`src/rtl/core/tsvu_pkg.sv`:
```
// Shared types and character constants for the TSV field unescaper.
package tsvu_pkg;

  typedef enum logic [1:0] {
    KIND_DATA    = 2'd0,
    KIND_END_OK  = 2'd1,
    KIND_END_ERR = 2'd2
  } kind_e;

  typedef struct packed {
    kind_e       kind;
    logic [7:0]  data;
    logic        line_end;
    logic        last;
  } result_t;

  localparam logic [7:0] CH_NUL = 8'd0;
  localparam logic [7:0] CH_TAB = 8'd9;
  localparam logic [7:0] CH_NL  = 8'd10;
  localparam logic [7:0] CH_CR  = 8'd13;
  localparam logic [7:0] CH_BSL = 8'd92;
  localparam logic [7:0] CH_LC_N = 8'h6e;
  localparam logic [7:0] CH_LC_R = 8'h72;
  localparam logic [7:0] CH_LC_T = 8'h74;

  localparam logic [7:0] DELIM_RESET = CH_TAB;

endpackage

```
`src/rtl/core/tsvu_decode.sv`:
```
// Per-byte decode: escape and line state in, up to two results and next state out.
module tsvu_decode
  import tsvu_pkg::*;
(
  input  logic [7:0] byte_i,
  input  logic       line_start_i,
  input  logic [7:0] delim_i,
  input  logic       esc_i,
  input  logic       ended_i,
  output logic [1:0] n_res_o,
  output result_t    res0_o,
  output result_t    res1_o,
  output logic       esc_o,
  output logic       ended_o
);

  logic esc_eff, ended_eff, is_delim, is_eol;

  assign esc_eff   = esc_i & ~line_start_i;
  assign ended_eff = ended_i & ~line_start_i;
  assign is_delim  = (byte_i == delim_i);
  assign is_eol    = (byte_i == CH_NL) || (byte_i == CH_CR) || (byte_i == CH_NUL);

  always_comb begin
    n_res_o = 2'd0;
    res0_o  = '{kind: KIND_DATA, data: 8'd0, line_end: 1'b0, last: 1'b0};
    res1_o  = '{kind: KIND_DATA, data: 8'd0, line_end: 1'b0, last: 1'b1};
    esc_o   = esc_eff;
    ended_o = ended_eff;
    if (!ended_eff) begin
      if (esc_eff) begin
        esc_o = 1'b0;
        if (is_delim || is_eol) begin
          n_res_o          = 2'd2;
          res0_o.data      = CH_BSL;
          res1_o.kind      = KIND_END_ERR;
          res1_o.line_end  = ~is_delim;
          ended_o          = ~is_delim;
        end else if (byte_i == CH_LC_N) begin
          n_res_o     = 2'd1;
          res0_o.data = CH_NL;
        end else if (byte_i == CH_LC_R) begin
          n_res_o     = 2'd1;
          res0_o.data = CH_CR;
        end else if (byte_i == CH_LC_T) begin
          n_res_o     = 2'd1;
          res0_o.data = CH_TAB;
        end else if (byte_i == CH_BSL) begin
          n_res_o     = 2'd1;
          res0_o.data = CH_BSL;
        end else begin
          // unknown escape: keep the backslash and the byte
          n_res_o     = 2'd2;
          res0_o.data = CH_BSL;
          res1_o.data = byte_i;
        end
      end else if (is_delim) begin
        n_res_o     = 2'd1;
        res0_o.kind = KIND_END_OK;
      end else if (is_eol) begin
        n_res_o         = 2'd1;
        res0_o.kind     = KIND_END_OK;
        res0_o.line_end = 1'b1;
        ended_o         = 1'b1;
      end else if (byte_i == CH_BSL) begin
        esc_o = 1'b1;
      end else begin
        n_res_o     = 2'd1;
        res0_o.data = byte_i;
      end
    end
    res0_o.last = (n_res_o == 2'd1);
  end

endmodule

```
`src/rtl/core/tsvu_result_queue.sv`:
```
// Three-entry result queue; takes up to two results per transfer, sends one per cycle while ready_i is high.
module tsvu_result_queue
  import tsvu_pkg::*;
(
  input  logic       clk_i,
  input  logic       rst_ni,
  input  logic       push_i,
  input  logic [1:0] n_res_i,
  input  result_t    res0_i,
  input  result_t    res1_i,
  output logic       room_o,
  output logic       valid_o,
  input  logic       ready_i,
  output result_t    head_o
);

  localparam int QDepth = 3;

  result_t    ent_q [QDepth];
  result_t    ent_d [QDepth];
  logic [1:0] count_q, count_d, cap;
  logic       pop;
  logic [1:0] n_push;

  // room for a two-result transfer regardless of the output side
  assign room_o  = (count_q <= 2'd1);
  assign valid_o = (count_q != 2'd0);
  assign head_o  = ent_q[0];
  assign pop     = valid_o & ready_i;
  assign n_push  = push_i ? n_res_i : 2'd0;
  assign cap     = count_q - {1'b0, pop};
  assign count_d = cap + n_push;

  always_comb begin
    for (int i = 0; i < QDepth; i++) begin
      if (pop && (i < QDepth - 1)) begin
        ent_d[i] = ent_q[i + 1];
      end else begin
        ent_d[i] = ent_q[i];
      end
      if ((n_push != 2'd0) && (cap == 2'(i))) begin
        ent_d[i] = res0_i;
      end
      if ((n_push == 2'd2) && ((cap + 2'd1) == 2'(i))) begin
        ent_d[i] = res1_i;
      end
    end
  end

  always_ff @(posedge clk_i or negedge rst_ni) begin
    if (!rst_ni) begin
      count_q <= 2'd0;
    end else begin
      count_q <= count_d;
    end
  end

  always_ff @(posedge clk_i) begin
    for (int i = 0; i < QDepth; i++) begin
      ent_q[i] <= ent_d[i];
    end
  end

  a_no_overflow: assert property (@(posedge clk_i) disable iff (!rst_ni)
    (push_i && (n_res_i != 2'd0)) |-> (count_q <= 2'd1))
    else $error("result queue overflow");

  a_pop_only: assert property (@(posedge clk_i) disable iff (!rst_ni)
    (pop && (n_push == 2'd0)) |=> (count_q == $past(count_q) - 2'd1))
    else $error("pop without push did not drop count");

  a_push_pair: assert property (@(posedge clk_i) disable iff (!rst_ni)
    (!pop && (n_push == 2'd2)) |=> (count_q == $past(count_q) + 2'd2))
    else $error("two-result transfer not stored");

endmodule

```
`src/rtl/core/tsv_field_unescaper_top.sv`:
```
// Top level of the TSV field splitter and unescaper.
//
//  channel   dir  handshake                     payload
//  s_axis    in   s_axis_tvalid_i/tready_o      tdata: byte_in; tuser: line_start
//  m_axis    out  m_axis_tvalid_o/tready_i      tdata: data_byte; tuser: kind, line_end;
//                                               tlast: last
//  cfg       in   cfg_we_i                      cfg_wdata_i: delimiter
//
// One byte per cycle while the queue has room: the decode sits between the input
// port and a three-entry result queue. A byte that yields two results holds
// tready low while the queue drains. tready depends only on the queue fill,
// not on m_axis_tready_i. Reset clears the escape and line flags, empties the
// queue and sets the delimiter to tab.
module tsv_field_unescaper_top
  import tsvu_pkg::*;
(
  input  logic       clk_i,
  input  logic       rst_ni,
  input  logic       s_axis_tvalid_i,
  output logic       s_axis_tready_o,
  input  logic [7:0] s_axis_tdata_i,   // [7:0] byte_in
  input  logic       s_axis_tuser_i,   // [0] line_start
  output logic       m_axis_tvalid_o,
  input  logic       m_axis_tready_i,
  output logic [7:0] m_axis_tdata_o,   // [7:0] data_byte
  output logic [2:0] m_axis_tuser_o,   // [1:0] kind, [2] line_end
  output logic       m_axis_tlast_o,
  input  logic       cfg_we_i,
  input  logic [7:0] cfg_wdata_i
);

  logic [7:0] delim_q;
  logic       esc_q, esc_d, ended_q, ended_d;
  logic       in_xfer, room;
  logic [1:0] n_res;
  result_t    res0, res1, head;

  assign s_axis_tready_o = room;
  assign in_xfer = s_axis_tvalid_i & room;

  tsvu_decode u_decode (
    .byte_i       (s_axis_tdata_i),
    .line_start_i (s_axis_tuser_i),
    .delim_i      (delim_q),
    .esc_i        (esc_q),
    .ended_i      (ended_q),
    .n_res_o      (n_res),
    .res0_o       (res0),
    .res1_o       (res1),
    .esc_o        (esc_d),
    .ended_o      (ended_d)
  );

  tsvu_result_queue u_queue (
    .clk_i   (clk_i),
    .rst_ni  (rst_ni),
    .push_i  (in_xfer),
    .n_res_i (n_res),
    .res0_i  (res0),
    .res1_i  (res1),
    .room_o  (room),
    .valid_o (m_axis_tvalid_o),
    .ready_i (m_axis_tready_i),
    .head_o  (head)
  );

  assign m_axis_tdata_o = head.data;
  assign m_axis_tuser_o = {head.line_end, head.kind};
  assign m_axis_tlast_o = head.last;

  always_ff @(posedge clk_i or negedge rst_ni) begin
    if (!rst_ni) begin
      delim_q <= DELIM_RESET;
      esc_q   <= 1'b0;
      ended_q <= 1'b0;
    end else begin
      // line-ending bytes and backslash cannot serve as delimiter
      if (cfg_we_i && (cfg_wdata_i != CH_NL) && (cfg_wdata_i != CH_CR) &&
          (cfg_wdata_i != CH_BSL) && (cfg_wdata_i != CH_NUL)) begin
        delim_q <= cfg_wdata_i;
      end
      if (in_xfer) begin
        esc_q   <= esc_d;
        ended_q <= ended_d;
      end
    end
  end

  a_ended_no_esc: assert property (@(posedge clk_i) disable iff (!rst_ni)
    ended_q |-> !esc_q)
    else $error("escape pending after line end");

  a_ended_silent: assert property (@(posedge clk_i) disable iff (!rst_ni)
    (in_xfer && ended_q && !s_axis_tuser_i) |-> (n_res == 2'd0))
    else $error("result produced after line end");

  a_delim_legal: assert property (@(posedge clk_i) disable iff (!rst_ni)
    (delim_q != CH_NL) && (delim_q != CH_CR) && (delim_q != CH_BSL) && (delim_q != CH_NUL))
    else $error("forbidden delimiter stored");

endmodule
```
`config.mk`:
```
export PLATFORM = sky130hd
export DESIGN_NAME = tsv_field_unescaper_top
export DESIGN_NICKNAME = d
export VERILOG_FILES = /design/src/rtl/core/tsvu_pkg.sv /design/src/rtl/core/tsvu_decode.sv /design/src/rtl/core/tsvu_result_queue.sv /design/src/rtl/core/tsv_field_unescaper_top.sv
export SDC_FILE = /design/constraint.sdc
export NUM_CORES = 1
export LEC_CHECK = 0
export BUFFER_PORTS_ARGS = -buffer_cell sky130_fd_sc_hd__buf_2
export CAP_MARGIN = 15
export CORE_MARGIN = 2
export CORE_UTILIZATION = 33
export CTS_BUF_LIST = sky130_fd_sc_hd__clkbuf_8 sky130_fd_sc_hd__clkbuf_16
export CTS_CLUSTER_DIAMETER = 200
export CTS_CLUSTER_SIZE = 24
export DETAILED_ROUTE_END_ITERATION = 7
export PLACE_DENSITY_LB_ADDON = 0.1
export SLEW_MARGIN = 20
export SYNTH_ARGS = -nofsm -noshare
export SYNTH_HDL_FRONTEND = slang
export SYNTH_SLANG_ARGS = --single-unit
```
`constraint.sdc`:
```
create_clock -name clk_i -period 9.5 [get_ports clk_i]
set_clock_uncertainty 0.1 [all_clocks]
set_input_delay 0.475 -clock clk_i [delete_from_list [all_inputs] [get_ports clk_i]]
set_output_delay 0.475 -clock clk_i [all_outputs]
set_load 0.05 [all_outputs]
```
==> results of run 1 <==
[critical path, delay by kind of cell (launching register included)]
family	cells	cell delay (ps)
fa+ha+maj	1	430
buf+inv	3	310
simple gates	5	1670
flops	1	400
compound gates	1	510
[synth_stat cells, types with 3 or more instances]
cell	n	area share, %
a211oi_1	4	0.95
a21oi_1	16	2.5
a2bb2oi_1	3	0.83
a31oi_1	4	0.79
a32o_1	4	1.3
and3_1	4	0.79
buf_2	11	1.7
buf_4	12	2.8
dfrtp_1	10	7.9
dfxtp_1	6	3.8
edfxtp_1	30	28
inv_1	5	0.59
mux2_2	6	2.1
mux2i_1	11	3.5
nand2_1	41	4.9
nand2b_1	4	0.79
nand3_1	14	2.2
nand4bb_1	4	1.4
nor2_1	9	1.1
nor2b_1	3	0.59
nor3_1	5	0.79
nor3b_1	3	0.71
nor4_1	3	0.59
nor4_2	3	1.2
o21ai_0	13	2.1
o21ai_2	3	0.83
o22ai_1	5	0.99
xnor2_1	4	1.1
xor2_1	8	2.2
[metrics by stage]
stage | instances | hold slack, ps | area, sq um | utilization [%] | setup WS [ps]
after CTS | 459 | 293.9 | 3435 | 36.99 | 5746
after detailed placement | 450 | 275.9 | 3308 | 35.63 | 5771
final | 459 | 297.2 | 3435 | 36.99 | 5746
after floorplan | 315 | 79.41 | 3162 | - | 5668
after global placement | 450 | 274.5 | 3308 | 35.63 | 5857
after global routing | 459 | 318.9 | 3435 | 36.99 | 5483
[flip-flops by register name, summed over array words and instances, names as in the netlist]
| name | flops |
|---|---|
| esc_q | 1 |
| ended_q | 1 |
| delim_q | 8 |
| u_queue.ent_q | 36 |
| u_queue.count_q | 2 |
[report_power, final]
group	switching, uW	internal, uW
clock network	77.8	79.4
registers	20.7	310
logic	252	108
total	350	497
[layout make-up]
cell class	instances	area (sq um)	area share [%]
clock inverters	3	47.55	1.384
repair buffers	36	185.2	5.392
inverters	6	22.52	0.6557
flip-flops and latches	48	1324	38.54
clock buffers	5	68.82	2.004
well taps	129	161.4	4.699
multi-input cells	232	1625	47.32
[cell families (layout without fill, tap and decap cells)]
family,Yosys count,count (layout),synth area share [%]
AO/OA/AOI/OAI,83,83,19.51
AND/OR/NAND/NOR,117,117,21.69
adder cells (fa/ha/maj),3,3,1.108
XOR/XNOR,12,12,3.324
multiplexers,17,17,5.619
buffers and inverters,35,50,6.885
flip-flops,48,48,41.87
[routing by layer]
| layer | up-vias | GRT usage, % | part of all wire (%) | routed length [um] |
|---|---|---|---|---|
| met4 | 0 | 3.590 | 0.79 | 66 |
| met2 | 75 | 26.11 | 45 | 3781 |
| met1 | 1228 | 24.24 | 48 | 4024 |
| li1 | 1208 | - | - | - |
| met5 | - | 0 | 0 | 0 |
| met3 | 5 | 2.531 | 5.5 | 454 |
[path summary, 6_finish.rpt]
kind / startpoint / endpoint / depth (start not counted)
min: cfg_wdata_i[5] / delim_q[5] / 3
min reg2reg: u_queue.ent_q[0][34] / u_queue.ent_q[0][34] / 2
min in group asynchronous: rst_ni / u_queue.count_q[1] / 2
max: u_queue.count_q[1] / u_queue.ent_q[0][18] / 10
max in group asynchronous: rst_ni / delim_q[3] / 2
max reg2reg: u_queue.count_q[1] / u_queue.ent_q[0][18] / 10
[timing repair]
item,CTS,global route
setup endpoints to repair,0,0
hold endpoints to repair,10,0
hold buffers,1,0
==> results_dict.tcl, run 1 <==
set metrics [dict create \
    antenna_found_initial 0 \
    syn_inst 315 \
    clkLatencyLatePin_ps 310 \
    synth_nets 339 \
    r2r_setup_slack_ps 5750 \
    cts_setup_buffers 0 \
    io_pins 36 \
    final_max_slew_viol_count 0 \
    clockRootBuffer "clkbuf_8" \
    syn2layout_area_growth_pct 8.627 \
    cts-buffers-inserted 5 \
    cts_htree_levels 2 \
    power_uw 847.4 \
    synth_cell_types 80 \
    wl_mm 8.327 \
    wire_per_inst_um 18.14 \
    rows 35 \
    cts.sinks 48 \
    cts.clk_slew.worst_paths_ps 110 \
    drv_cap 0 \
    cpPeakStageDelay_ps 670 \
    grt_usage_pct 16.59 \
    period_share_pct 39.51 \
    vdd_ir_drop_max_mv 0.08355 \
    worst_path_max_delay_cell "or4_1" \
    grt_pass1_wl_mm 13.41 \
    fmax_mhz 266.4 \
    dr.first_iter.drc_count 253 \
    final_cell_mix "nand2_1, buf_2, edfxtp_1" \
    drt_drc_violations_left 0 \
    synth_warnings 0 \
    status "completed" \
    synth_edf_count 30 \
    path_class "reg -> reg" \
    hold_violations 0 \
    die_w_um 101.9 \
    io_buffers 35 \
    hpwl_mm 6.139 \
    synth_area_sq_um 3162 \
    fill_cells 969 \
    synth_flop_cell "edfxtp_1" \
    syn_avg_cell_area_sq_um 10.04 \
    dieArea_sq_um 10380 \
    powerDensity_nw_per_um2 246.7 \
    nets 353 \
    hold_path.class "in -> reg" \
    post_cts_resized 0 \
    crit_arrival_ps 3650 \
    drive_gt1_share_pct 23.94 \
    grt_overflow 0 \
    first_pass_iters 4 \
    path_max_fanout 18 \
    max-slew-margin-rel_pct 38.26 \
    async_reset_ff_share_pct 25.00 \
    rsz0062_at_grt "no" \
    ys_seq_area_share_pct 41.87 \
    floorplan.initialDensity_pct 34.06 \
    finalSetupTns_ps 0 \
    ys_ff_latch 48 \
    cts_tree "done" \
    period_minus_slack_ps 3754 \
    layout_commonest_cell "nand2_1" \
    drtAntennaViolNets 0 \
    n_antenna_cell 0 \
    crit_chain "inv_1 > nand2_1 > nand2_1 > inv_1 > ha_1 > inv_2 > or4_1 > or2_4 > a31oi_4 > or3b_2" \
    grt_pass1_vias 2423 \
    via_count 2516 \
    design.core.area_sq_um 9284 \
    gp_congestion 0.8458 \
    leakagePower_uw 0.001263 \
    finalSetupViolCount 0 \
    critPathLaunchType "flip-flop" \
    grt_max_degree 19 \
    dieHeight_um 101.9 \
    endpoint_kind "flip-flop" \
    tightest_slew_ps 920.5 \
    via_per_inst 5.481 \
    crit_required_ps 9390 \
    clock_tree.buffer_depth 2 \
]
No activity file was read; power rests on OpenSTA's default activity.
==> run 2: changes to the inputs <==
==> constraint.sdc (replaced) <==
create_clock -name clk_i -period 3 [get_ports clk_i]
set_clock_uncertainty 0.1 [all_clocks]
set_input_delay 0.15 -clock clk_i [delete_from_list [all_inputs] [get_ports clk_i]]
set_output_delay 0.15 -clock clk_i [all_outputs]
set_load 0.05 [all_outputs]
==> results_dict.tcl, run 2 (synthesized netlist as in run 1, its figures left out) <==
set metrics [dict create \
    timing.rr.end "u_queue.ent_q[0][16]" \
    via_count 2590 \
    period_minus_slack_ps 2838 \
    r2r_setup_slack_ps 160 \
    io_pins 36 \
    cpPeakStageDelay_ps 530 \
    io_buffers 35 \
    drt_drc_violations_left 0 \
    final_cell_mix "nand2_1, buf_2, edfxtp_1" \
    r2r-start "u_queue.count_q[0]" \
    worst_slack_ps 162.4 \
    floorplan.initialDensity_pct 34.06 \
    drv_cap 0 \
    cts.clk_slew.worst_paths_ps 100 \
    n_antenna_cell 0 \
    critPathLaunchType "flip-flop" \
    gp_congestion 0.8880 \
    period_share_pct 94.59 \
    drtAntennaViolNets 0 \
    antenna_found_initial 0 \
    rows 35 \
    stdcell_count 485 \
    leakagePower_uw 0.001394 \
    combPwrFrac_pct 43.6 \
    hpwl_mm 6.561 \
    hp-start "cfg_wdata_i[1]" \
    tightest_slew_ps 768.7 \
    drive_gt1_share_pct 29.78 \
    top_register "u_queue.ent_q" \
    dpl_worst_slack_ps 117.7 \
    cts_htree_levels 2 \
    holdPathStages 2 \
    grt_max_degree 16 \
    grt_overflow 0 \
    clockRootBuffer "clkbuf_8" \
    power_uw 2846 \
    crit_required_ps 3050 \
    clockPowerShare_pct 19.8 \
    status "completed" \
    first_pass_iters 4 \
    via_per_inst 5.340 \
    dieHeight_um 101.9 \
    die_w_um 101.9 \
    endpoint_kind "flip-flop" \
    p_int_uw 1727 \
    rsz0062_at_grt "no" \
    syn2layout_area_growth_pct 17.69 \
    clkLatencyLatePin_ps 300 \
    grt_pass1_wl_mm 13.97 \
    max-slew-margin-rel_pct 48.03 \
    dpl.cell_count 471 \
    cts.sinks 48 \
    final_max_slew_viol_count 0 \
    fmax_mhz 352.4 \
    vdd_ir_drop_max_mv 0.2738 \
    finish.utilization_pct 40.08 \
    crit_chain "inv_1 > nand2_8 > nand2_8 > inv_6 > ha_4 > inv_2 > or4_4 > or2_4 > a31oi_4 > buf_4 > a21oi_1 > a22oi_1" \
    powerDensity_nw_per_um2 764.9 \
    switchingPower_uw 1119 \
    top_regs "u_queue.ent_q: 36 flops, delim_q: 8 flops, u_queue.count_q: 2 flops" \
    path_max_fanout 15 \
    crit_arrival_ps 2890 \
    grt_pass1_vias 2568 \
    worst_path_max_delay_cell "or4_4" \
    wl_mm 8.506 \
    p_seq_share_pct 36.5 \
    clock_tree.buffer_depth 2 \
    layout_commonest_cell "nand2_1" \
    dieArea_sq_um 10380 \
    hold_end "delim_q[1]" \
    path_class "reg -> reg" \
    cts-buffers-inserted 5 \
    cts_setup_buffers 0 \
    largest_reg_flops 36 \
    wire_per_inst_um 17.54 \
    worst_path_most_repeated_cell "nand2_8" \
    dr.first_iter.drc_count 218 \
    design.core.area_sq_um 9284 \
    rr_worst_depth 12 \
    grt_usage_pct 17.28 \
    nets 379 \
    finalSetupViolCount 0 \
    swShare_pct 39.33 \
    hold_violations 0 \
    cts_tree "done" \
    hold_path.class "in -> reg" \
]
## run 2: cell types whose count changed in the layout (fill, tap and decap cells not counted), sizes merged
cell,change
bufinv,+1
dlygate4sd3,+5
buf,+21
clkinvlp,+1
clkinv,-2
## run 2: routing by layer
layer | wire length (um) | part of all wire (%) | track usage, % | vias to the layer above
met4 | 170 | 2.0 | 4.513 | 0
met2 | 3935 | 46 | 27.38 | 91
met5 | 0 | 0 | 0 | -
met1 | 4035 | 47 | 24.95 | 1219
met3 | 365 | 4.3 | 2.326 | 14
li1 | - | - | - | 1266
## run 2: worst max path at each step
stage | start | to | slack [ps] | cells past startpoint
after global routing | u_queue.count_q[0] | u_queue.ent_q[0][16] | 3 | 12
after CTS | u_queue.count_q[1] | u_queue.ent_q[0][12] | 100 | 10
final | u_queue.count_q[0] | u_queue.ent_q[0][16] | 160 | 12
after global placement | u_queue.count_q[0] | u_queue.ent_q[0][5] | 160 | 10
after detailed placement | u_queue.count_q[1] | u_queue.ent_q[0][12] | 120 | 10
after floorplan | u_queue.count_q[1] | u_queue.ent_q[0][13] | -80 | 11
## run 2: power groups by stage
stage	registers [uW]	clock network (uW)	logic, uW
after floorplan	1070	0	1060
after global placement	1060	0	1230
after detailed placement	1060	0	1240
after CTS	1040	579	1250
after global routing	1070	602	1340
final	1040	565	1240
## run 2: stage by stage
step           cell area, sq um  hold slack [ps]  TNS, ps
4_1_cts                    3716            6.761        0
5_1_grt                    3721            8.461        0
3_3_place_gp               3523           -41.75        0
2_1_floorplan              3231           -245.6    -1248
6_report                   3721            12.94        0
3_5_place_dp               3523           -44.75        0
## run 2: cell type report
class | count | area [sq um]
timing repair buffer | 62 | 392.9
fill | 968 | 5563
clock inverter | 3 | 63.81
sequential | 48 | 1324
multi-input combinational | 232 | 1679
clock buffer | 5 | 68.82
tap | 129 | 161.4
inverter | 6 | 31.28
## run 2: critical path: cells and delay by family (launching register included)
kind	cells	cell delay, ps
fa+ha+maj	1	290
buf+inv	4	540
simple gates	4	1000
flops	1	370
compound gates	3	370
## run 2: repair_timing
action                                  CTS  global route
endpoints found under the hold margin    15             0
resized for setup                         0             1
hold buffers                              6             0
endpoints found under the setup margin    0             1
